--- config.mk ---
export PLATFORM = sky130hd
export DESIGN_NAME = three_axis_segment_step_generator_unit_flat
export DESIGN_NICKNAME = d
export VERILOG_FILES = /design/src/sv/sags_pkg.sv /design/src/sv/sags_if.sv /design/src/sv/sags_div.sv /design/src/sv/three_axis_segment_step_generator_unit.sv /design/src/flat_wrapper.sv
export SDC_FILE = /design/constraint.sdc
export NUM_CORES = 2
export LEC_CHECK = 0
export BUFFER_PORTS_ARGS = -buffer_cell sky130_fd_sc_hd__buf_2
export CORE_UTILIZATION = 50
export DETAILED_ROUTE_END_ITERATION = 10
export PLACE_DENSITY_LB_ADDON = 0.2
export SLEW_MARGIN = 15
export SYNTH_ARGS = -nofsm -noshare
export SYNTH_HDL_FRONTEND = slang
export SYNTH_HIERARCHICAL = 1
export SYNTH_SLANG_ARGS = --single-unit
--- constraint.sdc ---
create_clock -name clk_i -period 24 [get_ports clk_i]
set_clock_uncertainty 0.1 [all_clocks]
set_input_delay 1.2 -clock clk_i [delete_from_list [all_inputs] [get_ports clk_i]]
set_output_delay 1.2 -clock clk_i [all_outputs]
set_load 0.01 [all_outputs]
--- src/sv/sags_pkg.sv ---
package sags_pkg;

  localparam int QUEUE_DEPTH   = 16;
  localparam int FRACTION_BITS = 16;
  localparam int NAXES         = 3;
  localparam int STEP_W        = 16;
  localparam int TICK_W        = 16;
  localparam int CTR_W         = 17;
  localparam int PTR_W         = $clog2(QUEUE_DEPTH);
  localparam int CNT_W         = $clog2(QUEUE_DEPTH + 1);
  localparam int IVL_W         = TICK_W + FRACTION_BITS;
  localparam int MARK_W        = CTR_W + FRACTION_BITS + 1;
  localparam int DIV_CNT_W     = $clog2(IVL_W + 1);

  localparam logic [1:0] OP_PUSH  = 2'd0;
  localparam logic [1:0] OP_START = 2'd1;
  localparam logic [1:0] OP_TICK  = 2'd2;

  typedef struct packed {
    logic [TICK_W-1:0]                ticks;
    logic [NAXES-1:0]                 dir;
    logic [NAXES-1:0][STEP_W-1:0]     steps;
  } seg_t;

  typedef enum logic [2:0] {
    ST_IDLE,
    ST_READ,
    ST_LOAD,
    ST_ISSUE,
    ST_WAIT
  } sags_state_e;

  typedef struct packed {
    logic start;
  } div_ctrl_t;

  typedef struct packed {
    logic busy;
    logic done;
  } div_stat_t;

endpackage

--- src/sv/sags_if.sv ---
interface sags_in_if;
  logic        valid;
  logic        ready;
  logic [1:0]  opcode;
  logic [15:0] segment_ticks;
  logic [15:0] steps_first;
  logic [15:0] steps_second;
  logic [15:0] steps_third;
  logic        dir_first;
  logic        dir_second;
  logic        dir_third;
  logic        endstop_first;
  logic        endstop_second;
  logic        endstop_third;

  modport source (output valid, opcode, segment_ticks, steps_first, steps_second,
                  steps_third, dir_first, dir_second, dir_third, endstop_first,
                  endstop_second, endstop_third, input ready);
  modport sink (input valid, opcode, segment_ticks, steps_first, steps_second,
                steps_third, dir_first, dir_second, dir_third, endstop_first,
                endstop_second, endstop_third, output ready);
endinterface

interface sags_out_if;
  logic       valid;
  logic       ready;
  logic       step_pulse_first;
  logic       step_pulse_second;
  logic       step_pulse_third;
  logic       direction_first;
  logic       direction_second;
  logic       direction_third;
  logic       is_running;
  logic       push_rejected;
  logic [4:0] queued_segments;

  modport source (output valid, step_pulse_first, step_pulse_second, step_pulse_third,
                  direction_first, direction_second, direction_third, is_running,
                  push_rejected, queued_segments, input ready);
  modport sink (input valid, step_pulse_first, step_pulse_second, step_pulse_third,
                direction_first, direction_second, direction_third, is_running,
                push_rejected, queued_segments, output ready);
endinterface

interface sags_cfg_if;
  logic valid;
  logic ready;
  logic homing_mode;

  modport source (output valid, homing_mode, input ready);
  modport sink (input valid, homing_mode, output ready);
endinterface

--- src/sv/sags_div.sv ---
module sags_div
  import sags_pkg::*;
(
  input  logic                  clk_i,
  input  logic                  rst_ni,
  input  div_ctrl_t             ctrl_i,
  input  logic [IVL_W-1:0]      dividend_i,
  input  logic [STEP_W-1:0]     divisor_i,
  output div_stat_t             stat_o,
  output logic [IVL_W-1:0]      quotient_o
);

  logic                 busy_q, busy_d;
  logic                 done_q, done_d;
  logic [DIV_CNT_W-1:0] cnt_q, cnt_d;
  logic [STEP_W-1:0]    rem_q, rem_d;
  logic [IVL_W-1:0]     quo_q, quo_d;
  logic [STEP_W:0]      shifted;
  logic                 ge;

  // one restoring step per cycle, quotient bits shift in at the bottom
  always_comb begin
    shifted = {rem_q, quo_q[IVL_W-1]};
    ge      = shifted >= {1'b0, divisor_i};
    busy_d  = busy_q;
    done_d  = 1'b0;
    cnt_d   = cnt_q;
    rem_d   = rem_q;
    quo_d   = quo_q;
    if (ctrl_i.start) begin
      busy_d = 1'b1;
      cnt_d  = DIV_CNT_W'(IVL_W);
      rem_d  = '0;
      quo_d  = dividend_i;
    end else if (busy_q) begin
      rem_d = ge ? STEP_W'(shifted - {1'b0, divisor_i}) : shifted[STEP_W-1:0];
      quo_d = {quo_q[IVL_W-2:0], ge};
      cnt_d = cnt_q - 1'b1;
      if (cnt_q == DIV_CNT_W'(1)) begin
        busy_d = 1'b0;
        done_d = 1'b1;
      end
    end
  end

  always_ff @(posedge clk_i or negedge rst_ni) begin
    if (!rst_ni) begin
      busy_q <= 1'b0;
      done_q <= 1'b0;
      cnt_q  <= '0;
    end else begin
      busy_q <= busy_d;
      done_q <= done_d;
      cnt_q  <= cnt_d;
    end
  end

  always_ff @(posedge clk_i) begin
    rem_q <= rem_d;
    quo_q <= quo_d;
  end

  assign stat_o.busy = busy_q;
  assign stat_o.done = done_q;
  assign quotient_o  = quo_q;

endmodule

--- src/sv/three_axis_segment_step_generator_unit.sv ---
// Three-axis segment step generator. Push items queue motion segments (up to
// QUEUE_DEPTH, a push into a full queue is dropped and flagged), a start item
// loads the oldest one, and each tick item while running advances the tick
// counter and pulses each axis with steps left whose 18.16 next-step mark has
// fallen below the counter. Every item returns exactly one result beat with
// the pulses, the direction levels, the running flag, the reject flag and the
// queue fill. Push, start without a load and tick without a load are answered
// in the idle state. An item that loads a segment (a start, or the tick that
// finishes a segment while more are queued) walks the read, load, issue and
// wait states: the shared restoring divider computes the three step intervals
// one after the other, one quotient bit per cycle; an axis with no
// steps skips the divider. The input is not ready while a load is running.
// The output register lets the next item be accepted in the cycle its
// predecessor's result is taken. The homing_mode register is written through
// its own channel, which is always ready.
module three_axis_segment_step_generator_unit
  import sags_pkg::*;
(
  input  logic        clk_i,
  input  logic        rst_ni,
  sags_in_if.sink     in_i,
  sags_out_if.source  out_o,
  sags_cfg_if.sink    cfg_i
);

  // queue storage
  seg_t queue_mem [QUEUE_DEPTH];
  seg_t rd_q;
  seg_t wr_seg;
  logic mem_we;

  sags_state_e state_q, state_d;
  logic [1:0]       axis_q, axis_d;
  logic [PTR_W-1:0] head_q, head_d;
  logic [PTR_W-1:0] tail;
  logic [CNT_W:0]   tail_sum;
  logic [CNT_W-1:0] count_q, count_d;
  logic [CTR_W-1:0] counter_q, counter_d, cnt_n;
  logic [TICK_W-1:0] seg_ticks_q, seg_ticks_d;
  logic [IVL_W-1:0]  interval_q [NAXES];
  logic [IVL_W-1:0]  interval_d [NAXES];
  logic [MARK_W-1:0] mark_q [NAXES];
  logic [MARK_W-1:0] mark_d [NAXES];
  logic [MARK_W-1:0] now;
  logic [STEP_W-1:0] steps_q [NAXES];
  logic [STEP_W-1:0] steps_d [NAXES];
  logic [STEP_W-1:0] steps_h [NAXES];
  logic [NAXES-1:0]  dir_q, dir_d;
  logic [NAXES-1:0]  pulse_q, pulse_d;
  logic [NAXES-1:0]  fire, tick_pulse, endstop;
  logic              running_q, running_d;
  logic              homing_q, homing_d;
  logic              hmode_q;
  logic              halted, all_done, in_acc, load_go, res_set;

  // result register
  logic              out_valid_q, out_valid_d;
  logic [NAXES-1:0]  out_pulse_q, out_dir_q;
  logic              out_run_q, out_rej_q, res_rej;
  logic [CNT_W-1:0]  out_cnt_q;

  div_ctrl_t         div_ctrl;
  div_stat_t         div_stat;
  logic [IVL_W-1:0]  quotient;

  sags_div u_div (
    .clk_i      (clk_i),
    .rst_ni     (rst_ni),
    .ctrl_i     (div_ctrl),
    .dividend_i ({seg_ticks_q, FRACTION_BITS'(0)}),
    .divisor_i  (steps_q[axis_q]),
    .stat_o     (div_stat),
    .quotient_o (quotient)
  );

  assign in_i.ready  = (state_q == ST_IDLE) && (!out_valid_q || out_o.ready);
  assign in_acc      = in_i.valid && in_i.ready;
  assign cfg_i.ready = 1'b1;
  assign div_ctrl.start = (state_q == ST_ISSUE) && (steps_q[axis_q] != '0);

  assign endstop = {in_i.endstop_third, in_i.endstop_second, in_i.endstop_first};
  assign wr_seg.ticks    = in_i.segment_ticks;
  assign wr_seg.dir      = {in_i.dir_third, in_i.dir_second, in_i.dir_first};
  assign wr_seg.steps[0] = in_i.steps_first;
  assign wr_seg.steps[1] = in_i.steps_second;
  assign wr_seg.steps[2] = in_i.steps_third;

  // write slot = head + count, wrapped
  always_comb begin
    tail_sum = (CNT_W+1)'(head_q) + (CNT_W+1)'(count_q);
    if (tail_sum >= (CNT_W+1)'(QUEUE_DEPTH)) begin
      tail = PTR_W'(tail_sum - (CNT_W+1)'(QUEUE_DEPTH));
    end else begin
      tail = PTR_W'(tail_sum);
    end
  end

  // tick evaluation on the current axis state
  always_comb begin
    halted = homing_q && (&endstop);
    cnt_n  = (&counter_q) ? counter_q : counter_q + 1'b1;
    now    = MARK_W'({cnt_n, FRACTION_BITS'(0)});
    for (int a = 0; a < NAXES; a++) begin
      steps_h[a]    = (homing_q && endstop[a]) ? '0 : steps_q[a];
      fire[a]       = mark_q[a] < now;
      tick_pulse[a] = fire[a] && (steps_h[a] != '0);
    end
    all_done = 1'b1;
    for (int a = 0; a < NAXES; a++) begin
      if (steps_h[a] != STEP_W'(tick_pulse[a])) begin
        all_done = 1'b0;
      end
    end
  end

  // a segment load starts on a start item, or on the tick that ends a segment
  always_comb begin
    load_go = 1'b0;
    if (in_acc) begin
      case (in_i.opcode)
        OP_START: load_go = !running_q && (count_q != '0);
        OP_TICK:  load_go = running_q && !halted && all_done && (count_q != '0);
        default:  load_go = 1'b0;
      endcase
    end
  end

  // sequencer next state
  always_comb begin
    state_d = state_q;
    case (state_q)
      ST_IDLE:  if (load_go) state_d = ST_READ;
      ST_READ:  state_d = ST_LOAD;
      ST_LOAD:  state_d = ST_ISSUE;
      ST_ISSUE: begin
        if (steps_q[axis_q] != '0) begin
          state_d = ST_WAIT;
        end else if (axis_q == 2'(NAXES - 1)) begin
          state_d = ST_IDLE;
        end
      end
      ST_WAIT: begin
        if (div_stat.done) begin
          state_d = (axis_q == 2'(NAXES - 1)) ? ST_IDLE : ST_ISSUE;
        end
      end
      default:  state_d = ST_IDLE;
    endcase
  end

  // datapath updates
  always_comb begin
    axis_d      = axis_q;
    head_d      = head_q;
    count_d     = count_q;
    counter_d   = counter_q;
    seg_ticks_d = seg_ticks_q;
    interval_d  = interval_q;
    mark_d      = mark_q;
    steps_d     = steps_q;
    dir_d       = dir_q;
    pulse_d     = pulse_q;
    running_d   = running_q;
    homing_d    = homing_q;
    mem_we      = 1'b0;
    res_set     = 1'b0;
    res_rej     = 1'b0;
    case (state_q)
      ST_IDLE: begin
        if (in_acc) begin
          pulse_d = '0;
          case (in_i.opcode)
            OP_PUSH: begin
              if (count_q >= CNT_W'(QUEUE_DEPTH)) begin
                res_rej = 1'b1;
              end else begin
                mem_we  = 1'b1;
                count_d = count_q + 1'b1;
              end
              res_set = 1'b1;
            end
            OP_START: begin
              if (load_go) begin
                running_d = 1'b1;
                homing_d  = hmode_q;
              end else begin
                res_set = 1'b1;
              end
            end
            OP_TICK: begin
              if (running_q) begin
                steps_d = steps_h;
                if (halted) begin
                  running_d = 1'b0;
                  homing_d  = 1'b0;
                end else begin
                  counter_d = cnt_n;
                  pulse_d   = tick_pulse;
                  for (int a = 0; a < NAXES; a++) begin
                    if (fire[a]) begin
                      mark_d[a] = mark_q[a] + MARK_W'(interval_q[a]);
                    end
                    steps_d[a] = steps_h[a] - STEP_W'(tick_pulse[a]);
                  end
                  if (all_done && (count_q == '0)) begin
                    running_d = 1'b0;
                    homing_d  = 1'b0;
                    counter_d = '0;
                  end
                end
              end
              res_set = !load_go;
            end
            default: res_set = 1'b1;
          endcase
        end
      end
      ST_LOAD: begin
        seg_ticks_d = rd_q.ticks;
        dir_d       = rd_q.dir;
        for (int a = 0; a < NAXES; a++) begin
          steps_d[a] = rd_q.steps[a];
          mark_d[a]  = '0;
        end
        counter_d = '0;
        head_d    = (head_q == PTR_W'(QUEUE_DEPTH - 1)) ? '0 : head_q + 1'b1;
        count_d   = count_q - 1'b1;
        axis_d    = '0;
      end
      ST_ISSUE: begin
        if (steps_q[axis_q] == '0) begin
          interval_d[axis_q] = '0;
          if (axis_q == 2'(NAXES - 1)) begin
            res_set = 1'b1;
          end else begin
            axis_d = axis_q + 1'b1;
          end
        end
      end
      ST_WAIT: begin
        if (div_stat.done) begin
          interval_d[axis_q] = quotient;
          if (axis_q == 2'(NAXES - 1)) begin
            res_set = 1'b1;
          end else begin
            axis_d = axis_q + 1'b1;
          end
        end
      end
      default: ;
    endcase
    // drop a taken beat, then load a fresh one
    out_valid_d = (out_valid_q && !out_o.ready) || res_set;
  end

  always_ff @(posedge clk_i or negedge rst_ni) begin
    if (!rst_ni) begin
      state_q     <= ST_IDLE;
      axis_q      <= '0;
      head_q      <= '0;
      count_q     <= '0;
      counter_q   <= '0;
      running_q   <= 1'b0;
      homing_q    <= 1'b0;
      hmode_q     <= 1'b0;
      out_valid_q <= 1'b0;
      dir_q       <= '0;
      for (int a = 0; a < NAXES; a++) begin
        interval_q[a] <= '0;
        mark_q[a]     <= '0;
        steps_q[a]    <= '0;
      end
    end else begin
      state_q     <= state_d;
      axis_q      <= axis_d;
      head_q      <= head_d;
      count_q     <= count_d;
      counter_q   <= counter_d;
      running_q   <= running_d;
      homing_q    <= homing_d;
      out_valid_q <= out_valid_d;
      dir_q       <= dir_d;
      interval_q  <= interval_d;
      mark_q      <= mark_d;
      steps_q     <= steps_d;
      if (cfg_i.valid && cfg_i.ready) begin
        hmode_q <= cfg_i.homing_mode;
      end
    end
  end

  always_ff @(posedge clk_i) begin
    seg_ticks_q <= seg_ticks_d;
    pulse_q     <= pulse_d;
    rd_q        <= queue_mem[head_q];
    if (mem_we) begin
      queue_mem[tail] <= wr_seg;
    end
    if (res_set) begin
      out_pulse_q <= pulse_d;
      out_dir_q   <= dir_d;
      out_run_q   <= running_d;
      out_rej_q   <= res_rej;
      out_cnt_q   <= count_d;
    end
  end

  assign out_o.valid             = out_valid_q;
  assign out_o.step_pulse_first  = out_pulse_q[0];
  assign out_o.step_pulse_second = out_pulse_q[1];
  assign out_o.step_pulse_third  = out_pulse_q[2];
  assign out_o.direction_first   = out_dir_q[0];
  assign out_o.direction_second  = out_dir_q[1];
  assign out_o.direction_third   = out_dir_q[2];
  assign out_o.is_running        = out_run_q;
  assign out_o.push_rejected     = out_rej_q;
  assign out_o.queued_segments   = 5'(out_cnt_q);

  a_ready_only_idle: assert property (@(posedge clk_i) disable iff (!rst_ni)
    in_i.ready |-> (state_q == ST_IDLE))
    else $error("input ready outside idle");

  a_count_bound: assert property (@(posedge clk_i) disable iff (!rst_ni)
    count_q <= CNT_W'(QUEUE_DEPTH))
    else $error("queue count beyond depth");

  a_done_in_wait: assert property (@(posedge clk_i) disable iff (!rst_ni)
    div_stat.done |-> (state_q == ST_WAIT) && !div_stat.busy)
    else $error("divider finished outside wait state");

  a_homing_needs_run: assert property (@(posedge clk_i) disable iff (!rst_ni)
    homing_q |-> running_q)
    else $error("homing active while stopped");

  a_load_keeps_run: assert property (@(posedge clk_i) disable iff (!rst_ni)
    (state_q == ST_LOAD) |=> running_q && !in_i.ready)
    else $error("segment load lost running or opened input");

endmodule

--- src/flat_wrapper.sv ---
// flat-port wrapper written by rule: the top's interface ports become plain ports
module three_axis_segment_step_generator_unit_flat import sags_pkg::*;
  (clk_i, rst_ni, in_i_valid, in_i_opcode, in_i_segment_ticks, in_i_steps_first, in_i_steps_second, in_i_steps_third, in_i_dir_first, in_i_dir_second, in_i_dir_third, in_i_endstop_first, in_i_endstop_second, in_i_endstop_third, in_i_ready, out_o_valid, out_o_step_pulse_first, out_o_step_pulse_second, out_o_step_pulse_third, out_o_direction_first, out_o_direction_second, out_o_direction_third, out_o_is_running, out_o_push_rejected, out_o_queued_segments, out_o_ready, cfg_i_valid, cfg_i_homing_mode, cfg_i_ready);
  sags_in_if in_i_i ();
  sags_out_if out_o_i ();
  sags_cfg_if cfg_i_i ();
  input  logic clk_i;
  input  logic rst_ni;
  input wire logic [$bits(in_i_i.valid)-1:0] in_i_valid;
  input wire logic [$bits(in_i_i.opcode)-1:0] in_i_opcode;
  input wire logic [$bits(in_i_i.segment_ticks)-1:0] in_i_segment_ticks;
  input wire logic [$bits(in_i_i.steps_first)-1:0] in_i_steps_first;
  input wire logic [$bits(in_i_i.steps_second)-1:0] in_i_steps_second;
  input wire logic [$bits(in_i_i.steps_third)-1:0] in_i_steps_third;
  input wire logic [$bits(in_i_i.dir_first)-1:0] in_i_dir_first;
  input wire logic [$bits(in_i_i.dir_second)-1:0] in_i_dir_second;
  input wire logic [$bits(in_i_i.dir_third)-1:0] in_i_dir_third;
  input wire logic [$bits(in_i_i.endstop_first)-1:0] in_i_endstop_first;
  input wire logic [$bits(in_i_i.endstop_second)-1:0] in_i_endstop_second;
  input wire logic [$bits(in_i_i.endstop_third)-1:0] in_i_endstop_third;
  output wire logic [$bits(in_i_i.ready)-1:0] in_i_ready;
  output wire logic [$bits(out_o_i.valid)-1:0] out_o_valid;
  output wire logic [$bits(out_o_i.step_pulse_first)-1:0] out_o_step_pulse_first;
  output wire logic [$bits(out_o_i.step_pulse_second)-1:0] out_o_step_pulse_second;
  output wire logic [$bits(out_o_i.step_pulse_third)-1:0] out_o_step_pulse_third;
  output wire logic [$bits(out_o_i.direction_first)-1:0] out_o_direction_first;
  output wire logic [$bits(out_o_i.direction_second)-1:0] out_o_direction_second;
  output wire logic [$bits(out_o_i.direction_third)-1:0] out_o_direction_third;
  output wire logic [$bits(out_o_i.is_running)-1:0] out_o_is_running;
  output wire logic [$bits(out_o_i.push_rejected)-1:0] out_o_push_rejected;
  output wire logic [$bits(out_o_i.queued_segments)-1:0] out_o_queued_segments;
  input wire logic [$bits(out_o_i.ready)-1:0] out_o_ready;
  input wire logic [$bits(cfg_i_i.valid)-1:0] cfg_i_valid;
  input wire logic [$bits(cfg_i_i.homing_mode)-1:0] cfg_i_homing_mode;
  output wire logic [$bits(cfg_i_i.ready)-1:0] cfg_i_ready;
  assign in_i_i.valid = in_i_valid;
  assign in_i_i.opcode = in_i_opcode;
  assign in_i_i.segment_ticks = in_i_segment_ticks;
  assign in_i_i.steps_first = in_i_steps_first;
  assign in_i_i.steps_second = in_i_steps_second;
  assign in_i_i.steps_third = in_i_steps_third;
  assign in_i_i.dir_first = in_i_dir_first;
  assign in_i_i.dir_second = in_i_dir_second;
  assign in_i_i.dir_third = in_i_dir_third;
  assign in_i_i.endstop_first = in_i_endstop_first;
  assign in_i_i.endstop_second = in_i_endstop_second;
  assign in_i_i.endstop_third = in_i_endstop_third;
  assign in_i_ready = in_i_i.ready;
  assign out_o_valid = out_o_i.valid;
  assign out_o_step_pulse_first = out_o_i.step_pulse_first;
  assign out_o_step_pulse_second = out_o_i.step_pulse_second;
  assign out_o_step_pulse_third = out_o_i.step_pulse_third;
  assign out_o_direction_first = out_o_i.direction_first;
  assign out_o_direction_second = out_o_i.direction_second;
  assign out_o_direction_third = out_o_i.direction_third;
  assign out_o_is_running = out_o_i.is_running;
  assign out_o_push_rejected = out_o_i.push_rejected;
  assign out_o_queued_segments = out_o_i.queued_segments;
  assign out_o_i.ready = out_o_ready;
  assign cfg_i_i.valid = cfg_i_valid;
  assign cfg_i_i.homing_mode = cfg_i_homing_mode;
  assign cfg_i_ready = cfg_i_i.ready;
  three_axis_segment_step_generator_unit u_core (.clk_i(clk_i), .rst_ni(rst_ni), .in_i(in_i_i), .out_o(out_o_i), .cfg_i(cfg_i_i));
endmodule
== After elaboration in Yosys (flattened, before gate mapping) ==
Memories as Yosys holds them, arrays and structs flattened. A register that Yosys moved wholly into a read port is not among the register bits.
Index checks and enable logic that the tools add are counted.

* Bits in registers: 372
* Bits in writable memories: 1072
* Input bits: 78
* Output and inout port bits: 16
* Logic and storage cells: 231
* Memories kept: 1

{| class="wikitable"
|+ Memories
! memory !! words !! width !! read ports !! clocked after memory_dff !! wr ports !! line !! text
|-
| u_core.queue_mem || 16 || 67 || 1 || 1 || 1 || three_axis_segment_step_generator_unit.sv:27 || <nowiki>seg_t queue_mem [QUEUE_DEPTH];</nowiki>
|}

* $add $sub $neg: 15
* Order comparisons: 8
* Equality and inequality tests: 26
* Mux-type cells: 96
* Bitwise gates (word level): 3
* Reduce and logical (&&, ||, !) cells: 50

{| class="wikitable"
|+ Operators by type and width
! kind !! count
|-
| two-way mux 102 bit || 4
|-
| one-hot mux 102 bit (2 select lines) || 1
|-
| two-way mux 48 bit || 4
|-
| two-way mux 96 bit || 2
|-
| one-hot mux 96 bit (2 select lines) || 1
|-
| adder 34 x 32 -> 34 bit || 3
|-
| < comparator 34 x 33 -> 1 bit || 3
|-
| two-way mux 17 bit || 6
|-
| two-way mux 34 bit || 3
|-
| bitwise AND 96 bit || 1
|-
| bitwise mux 96 bit || 1
|-
| two-way mux 16 bit || 6
|-
| two-way mux 32 bit || 3
|-
| inverter 96 bit || 1
|-
| one-hot mux 48 bit (2 select lines) || 1
|-
| demux 32 bit (select 2 bit) || 1
|-
| nonzero test 16 bit || 4
|-
| inequality test 16 x 1 -> 1 bit || 3
|-
| subtractor 16 x 1 -> 16 bit || 3
|-
| one-hot mux 17 bit (2 select lines) || 1
|-
| binary-select mux 16 bit (select 2 bit) || 1
|-
| two-way mux 1 bit || 32
|-
| two-way mux 3 bit || 10
|-
| AND reduction 6 bit || 4
|-
| 49 further kinds || 99
|}

== Longest topological paths before layout ==
* Word-level depth: 17
* Gate-level depth with buffers: 27
* Depth with buffers taken out: 25

== Hierarchy ==
The synthesis kept the hierarchy.

{| class="wikitable"
|+ Modules (own cells, without submodules)
! module !! instances !! cells an instance !! area an instance (um2) !! seq. area each (um2)
|-
| three_axis_segment_step_generator_unit || 1 || 4360 || 62197.2 || 41569.9
|-
| sags_div || 1 || 338 || 3462.1 || 1481.4
|}

== Worst setup path after synthesis ==
OpenSTA, ideal clock, no wires.

* Path type: in2reg
* Start: in out_o_ready
* End: mem u_core/queue_mem[0][0] (netlist bit) (enable)
* Library setup time: 0.657 ns
* Arrival time: 8.221 ns
* Required time: 23.243 ns
* Setup slack: 15.022 ns
* Stages on the path: 5
* Path buffers: 0
* Path through: nand2b_1 and3_1 nand2_1 or2_0 nor4_1

* Cells in the longest elaborated chain, start to end: 7

{| class="wikitable"
|+ Ends and longest elaborated chain
! what !! line !! text
|-
| start: declaration || flat_wrapper.sv:32 || <nowiki>input wire logic [$bits(out_o_i.ready)-1:0] out_o_ready;</nowiki>
|-
| logical OR 1 bit || three_axis_segment_step_generator_unit.sv:76 || <nowiki>assign in_i.ready = (state_q == ST_IDLE) && (!out_valid_q || out_o.ready);</nowiki>
|-
| logical AND 1 bit || three_axis_segment_step_generator_unit.sv:76 ||
|-
| logical AND 1 bit || three_axis_segment_step_generator_unit.sv:77 || <nowiki>assign in_acc = in_i.valid && in_i.ready;</nowiki>
|-
| two-way mux 1 bit || three_axis_segment_step_generator_unit.sv:170 || <nowiki>if (in_acc) begin</nowiki>
|-
| two-way mux 1 bit || three_axis_segment_step_generator_unit.sv:168 || <nowiki>case (state_q)</nowiki>
|-
| two-way mux 1 bit || three_axis_segment_step_generator_unit.sv:296 || <nowiki>if (mem_we) begin</nowiki>
|-
| two-way mux 1 bit (implied by the code) || three_axis_segment_step_generator_unit.sv:297 || <nowiki>queue_mem[tail] <= wr_seg;</nowiki>
|-
| end: declaration || three_axis_segment_step_generator_unit.sv:27 ||
|}

No other way between the ends.

== Worst setup path after layout ==
* Start: reg u_core.counter_q[0]
* End: reg u_core.out_valid_q (netlist: u_core/out_o.valid)

* Cells in the longest elaborated chain, start to end: 17
* Elaborated cells on any way between the ends: 25
* Classes of those cells: add/sub: 1; order compare: 3; eq/ne: 3; mux: 10; reduce/logical: 8

{| class="wikitable"
|+ Ends and longest elaborated chain
! what !! line !! text
|-
| start: declaration || three_axis_segment_step_generator_unit.sv:38 || <nowiki>logic [CTR_W-1:0] counter_q, counter_d, cnt_n;</nowiki>
|-
| start signal: assignment || three_axis_segment_step_generator_unit.sv:278 || <nowiki>counter_q <= counter_d;</nowiki>
|-
| adder 17 x 1 -> 17 bit / AND reduction 17 bit (equally long branches) || three_axis_segment_step_generator_unit.sv:101 || <nowiki>cnt_n = (&counter_q) ? counter_q : counter_q + 1'b1;</nowiki>
|-
| two-way mux 17 bit (*) || three_axis_segment_step_generator_unit.sv:101 ||
|-
| < comparator 34 x 33 -> 1 bit || three_axis_segment_step_generator_unit.sv:105 || <nowiki>fire[a] = mark_q[a] < now;</nowiki>
|-
| logical AND 1 bit || three_axis_segment_step_generator_unit.sv:106 || <nowiki>tick_pulse[a] = fire[a] && (steps_h[a] != '0);</nowiki>
|-
| inequality test 16 x 1 -> 1 bit || three_axis_segment_step_generator_unit.sv:110 || <nowiki>if (steps_h[a] != STEP_W'(tick_pulse[a])) begin</nowiki>
|-
| two-way mux 1 bit (2 in a row) || three_axis_segment_step_generator_unit.sv:110 ||
|-
| two-way mux 1 bit (*) || three_axis_segment_step_generator_unit.sv:110 ||
|-
| logical AND 1 bit (*) (2 in a row) || three_axis_segment_step_generator_unit.sv:122 || <nowiki>OP_TICK: load_go = running_q && !halted && all_done && (count_q != '0);</nowiki>
|-
| one-hot mux 1 bit (2 select lines) (*) || three_axis_segment_step_generator_unit.sv:120 || <nowiki>case (in_i.opcode)</nowiki>
|-
| two-way mux 1 bit (*) || three_axis_segment_step_generator_unit.sv:119 || <nowiki>if (in_acc) begin</nowiki>
|-
| two-way mux 1 bit / logical NOT 1 bit (equally long branches) || three_axis_segment_step_generator_unit.sv:183, three_axis_segment_step_generator_unit.sv:212 ||
|-
| one-hot mux 1 bit (2 select lines) (*) || three_axis_segment_step_generator_unit.sv:172 || <nowiki>case (in_i.opcode)</nowiki>
|-
| two-way mux 1 bit (*) || three_axis_segment_step_generator_unit.sv:170 ||
|-
| one-hot mux 1 bit (3 select lines) (*) || three_axis_segment_step_generator_unit.sv:168 ||
|-
| named net u_core.res_set || three_axis_segment_step_generator_unit.sv:54 || <nowiki>logic halted, all_done, in_acc, load_go, res_set;</nowiki>
|-
| logical OR 1 bit (*) || three_axis_segment_step_generator_unit.sv:253 || <nowiki>out_valid_d = (out_valid_q && !out_o.ready) || res_set;</nowiki>
|-
| named net u_core.out_valid_d || three_axis_segment_step_generator_unit.sv:57 || <nowiki>logic out_valid_q, out_valid_d;</nowiki>
|-
| end signal: assignment || three_axis_segment_step_generator_unit.sv:281 || <nowiki>out_valid_q <= out_valid_d;</nowiki>
|-
| end: declaration || three_axis_segment_step_generator_unit.sv:57 ||
|}

The timed path passes the listed nets; every way through them passes the cells marked *.
A chain may end at the register's enable or synchronous reset.

==> results.md <==
* Run status: finished clean
* Max Fclk at 148 MHz
* Reg2reg setup slack at 17260 ps
* CP most frequent cell: ha_1
* Req. time, crit path at 24540 ps
* Min-delay src: u_core/rd_q[64]$_DFF_P_
* CTS Buf Count at 157
* Setup WS pre-CTS at 17340 ps
* Total Routed Length at 163000 um
* Fin crit share at 0.281
* Die area at 133000 um2
* Pins Over Slew Limit at 0
* Critical path's slowest cell: a2111oi_1
* Wl on met1 at 73800 um
* Largest net degree at the start of global routing at 120
* Pwr per Cell Area at 72.4 nW/um2
* Metal2 WL at 74800 um
* CP Capture Type: flip-flop
* Layout cells sized above 1 at 0.138
* Post-route minimum period at 6740 ps
* Critical path's largest stage delay at 710 ps
* Storage cell area at 43100 um2
* Setup Viol. Count Final at 0
* FILL cells at 10377
* Mean routed wirelength per cell at 24.4 um
* Max-cap viol count at 0
* Total gr overflow at 0
* Clock Latency Late Sink at 780 ps
* Synthesized area at 65700 um2
* Clock-pin slew on the worst setup and hold paths at 60 ps
* FF-to-FF Start: u_core/counter_q[0]$_DFFE_PN0P_
* Initial Util at 0.506
* CTS tree: yes
* Crit path max fanout at 14
* Setup ws final at 17260 ps
* Hold path depth at 0
* Peak supply drop at 0.0563 mV
* Cts repair resizes at 0
* Reg-to-Reg End: u_core/out_o.valid$_DFF_PN0_
* Hpwl dp at 95100 um
* Tightest Pin Transition at 1180 ps
* Multi-input logic area at 21700 um2
* Placer Congestion at 0.904
* Setup TNS at 0 ps
* Crit-path leading delay family: compound AO/OA/AOI/OAI gates
* Post-Synthesis Cells at 4697
* Synth Area per Inst at 14.0 um2
* Htree depth at 4
* P_leak at 28.1 nW
* DRT iter0 DRCs at 3610
* Final instance area at 73300 um2
* WP buf/inv at 1
* Drt via density at 6.03
* Post-DRT Antenna Nets at 0
* Slew HR at 0.213
* Reg2Reg Depth at 23
* WS Path Type: reg -> reg
* Die boundary width at 364 um
* Final Hold Viols at 0
* Net count, final at 5047
* Total Power at 0.00530 W
* Max Root-Sink Buffers at 3
* Rows at 132
* Syn. warnings at 6
* Drt first pass iters at 5
* CORE AREA at 130000 um2
* Top sig layer: met5
* Hold EP: u_core/seg_ticks_q[13]$_DFFE_PP_
* Crit path DAT at 7280 ps
* Clock Tree Root: clkbuf_16
* I/O pin count at 94
* # hold bufs at CTS at 0
* GRT Overall Usage at 0.246
* Global-route wire length before repair at 245000 um
* Total number of vias at 40162
* RSZ-0062 raised after global routing: false
* Initial antenna violation count at 32
* Area delta synth->final at 11.6%
* DRC viols at 0
* Hold Crit Class: reg -> reg
* Cell Chain, Critical Path: ha_1 -> nand3_1 -> or4_1 -> nand2_1 -> inv_1 -> nand2_1 -> nor2_1 -> xnor2_1 -> ha_1 -> nand4b_1 -> nor2_1 -> and3_1 -> o211ai_1 -> a2111oi_1 -> a211o_1 -> a21oi_1 -> ha_1 -> nand4_1 -> a211oi_1 -> nand4_1 -> a2111oi_4 -> o31ai_4 -> nand2b_1
* Die Height at 364 um
* Critical Path Start: u_core/counter_q[0]$_DFFE_PN0P_
* Number of global-route vias before repair at 38823
* Worst setup SP type: flip-flop
* WHS at 302 ps
* Placed Area at 68100 um2
* Post-CTS Setup Inserts at 0
* IO Port Bufs at 92
* Num Clock Sinks at 1511
* Met3 WL post-DR at 11200 um
## metrics by stage
stage | instances | util
floorplan | 4712 | -
global placement | 6371 | 0.525
detailed placement | 6371 | 0.525
CTS | 6660 | 0.564
global route | 6662 | 0.564
finish | 6665 | 0.565
## routing by layer
metal | GRT usage | vias up
li1 | - | 18337
met1 | 0.365 | 20262
met2 | 0.380 | 1290
met3 | 0.0428 | 245
met4 | 0.0578 | 28
met5 | 0 | -
## cells in the final DEF, fill, tap and decap left out, types with 15 or more instances in the layout
master / n
and2_1: 16
a311oi_1: 18
o31ai_1: 62
a21oi_1: 240
nor4_1: 20
nand3_1: 90
o21ai_0: 428
o21a_1: 15
clkinv_1: 25
o22ai_1: 15
nor3_1: 43
nand2b_1: 22
clkbuf_16: 160
xor2_1: 56
edfxtp_1: 1133
a221oi_1: 76
xnor2_1: 66
buf_2: 91
dfrtp_1: 288
nor2_1: 176
clkinv_2: 22
nand4_1: 21
inv_1: 64
ha_1: 176
a211oi_1: 19
a21o_1: 69
nand2_1: 448
mux4_2: 134
a31oi_1: 21
buf_4: 58
clkbuf_1: 37
mux2_2: 101
conb_1: 17
a22oi_1: 75
mux2i_1: 220
dfxtp_1: 86
o211ai_1: 20
and3_1: 19
## area by class of cell
type,count,area share
multi-input combinational,2902,0.296
tap,1742,0.0297
inverter,65,0.00340
clock inverter,78,0.0111
timing repair buffer,151,0.0126
antenna,5,0.000171
sequential,1511,0.588
clock buffer,211,0.0592
## worst register-to-register path, cell delays in order, from the launching register on
cell	delay, ps
dfrtp_1	530
ha_1	270
nand3_1	210
or4_1	620
nand2_1	150
inv_1	110
nand2_1	160
nor2_1	70
xnor2_1	420
ha_1	220
nand4b_1	100
nor2_1	140
and3_1	250
o211ai_1	110
a2111oi_1	710
a211o_1	220
a21oi_1	70
ha_1	330
nand4_1	90
a211oi_1	450
nand4_1	230
a2111oi_4	590
o31ai_4	250
nand2b_1	230
## state kept, by name (all words and copies together), names as in the netlist, 17 cells and up
register and cells:
u_core/u_div/quotient_o 32, u_core/rd_q 67, u_core/interval_q 96, u_core/counter_q 17, u_core/queue_mem 1072, u_core/mark_q 102, u_core/steps_q 48
## report_power, final
part | total, W | internal [W] | switching, W
clock | 0.00241 | 0.00139 | 0.00102
sequential | 0.00282 | 0.00282 | 0.00000683
combinational | 0.0000679 | 0.0000166 | 0.0000514
## worst max-delay path by stage
stage	slack, ps	depth (start not counted)	endpoint
after global routing	16810	23	u_core/out_o.valid$_DFF_PN0_
after floorplan	15020	5	u_core/queue_mem[0][0]$_DFFE_PP_
after detailed placement	17340	23	u_core/out_o.valid$_DFF_PN0_
after CTS	17320	23	u_core/out_o.valid$_DFF_PN0_
after global placement	17460	23	u_core/out_o.valid$_DFF_PN0_
final	17260	23	u_core/out_o.valid$_DFF_PN0_
Power figures use the tool's default switching activity.
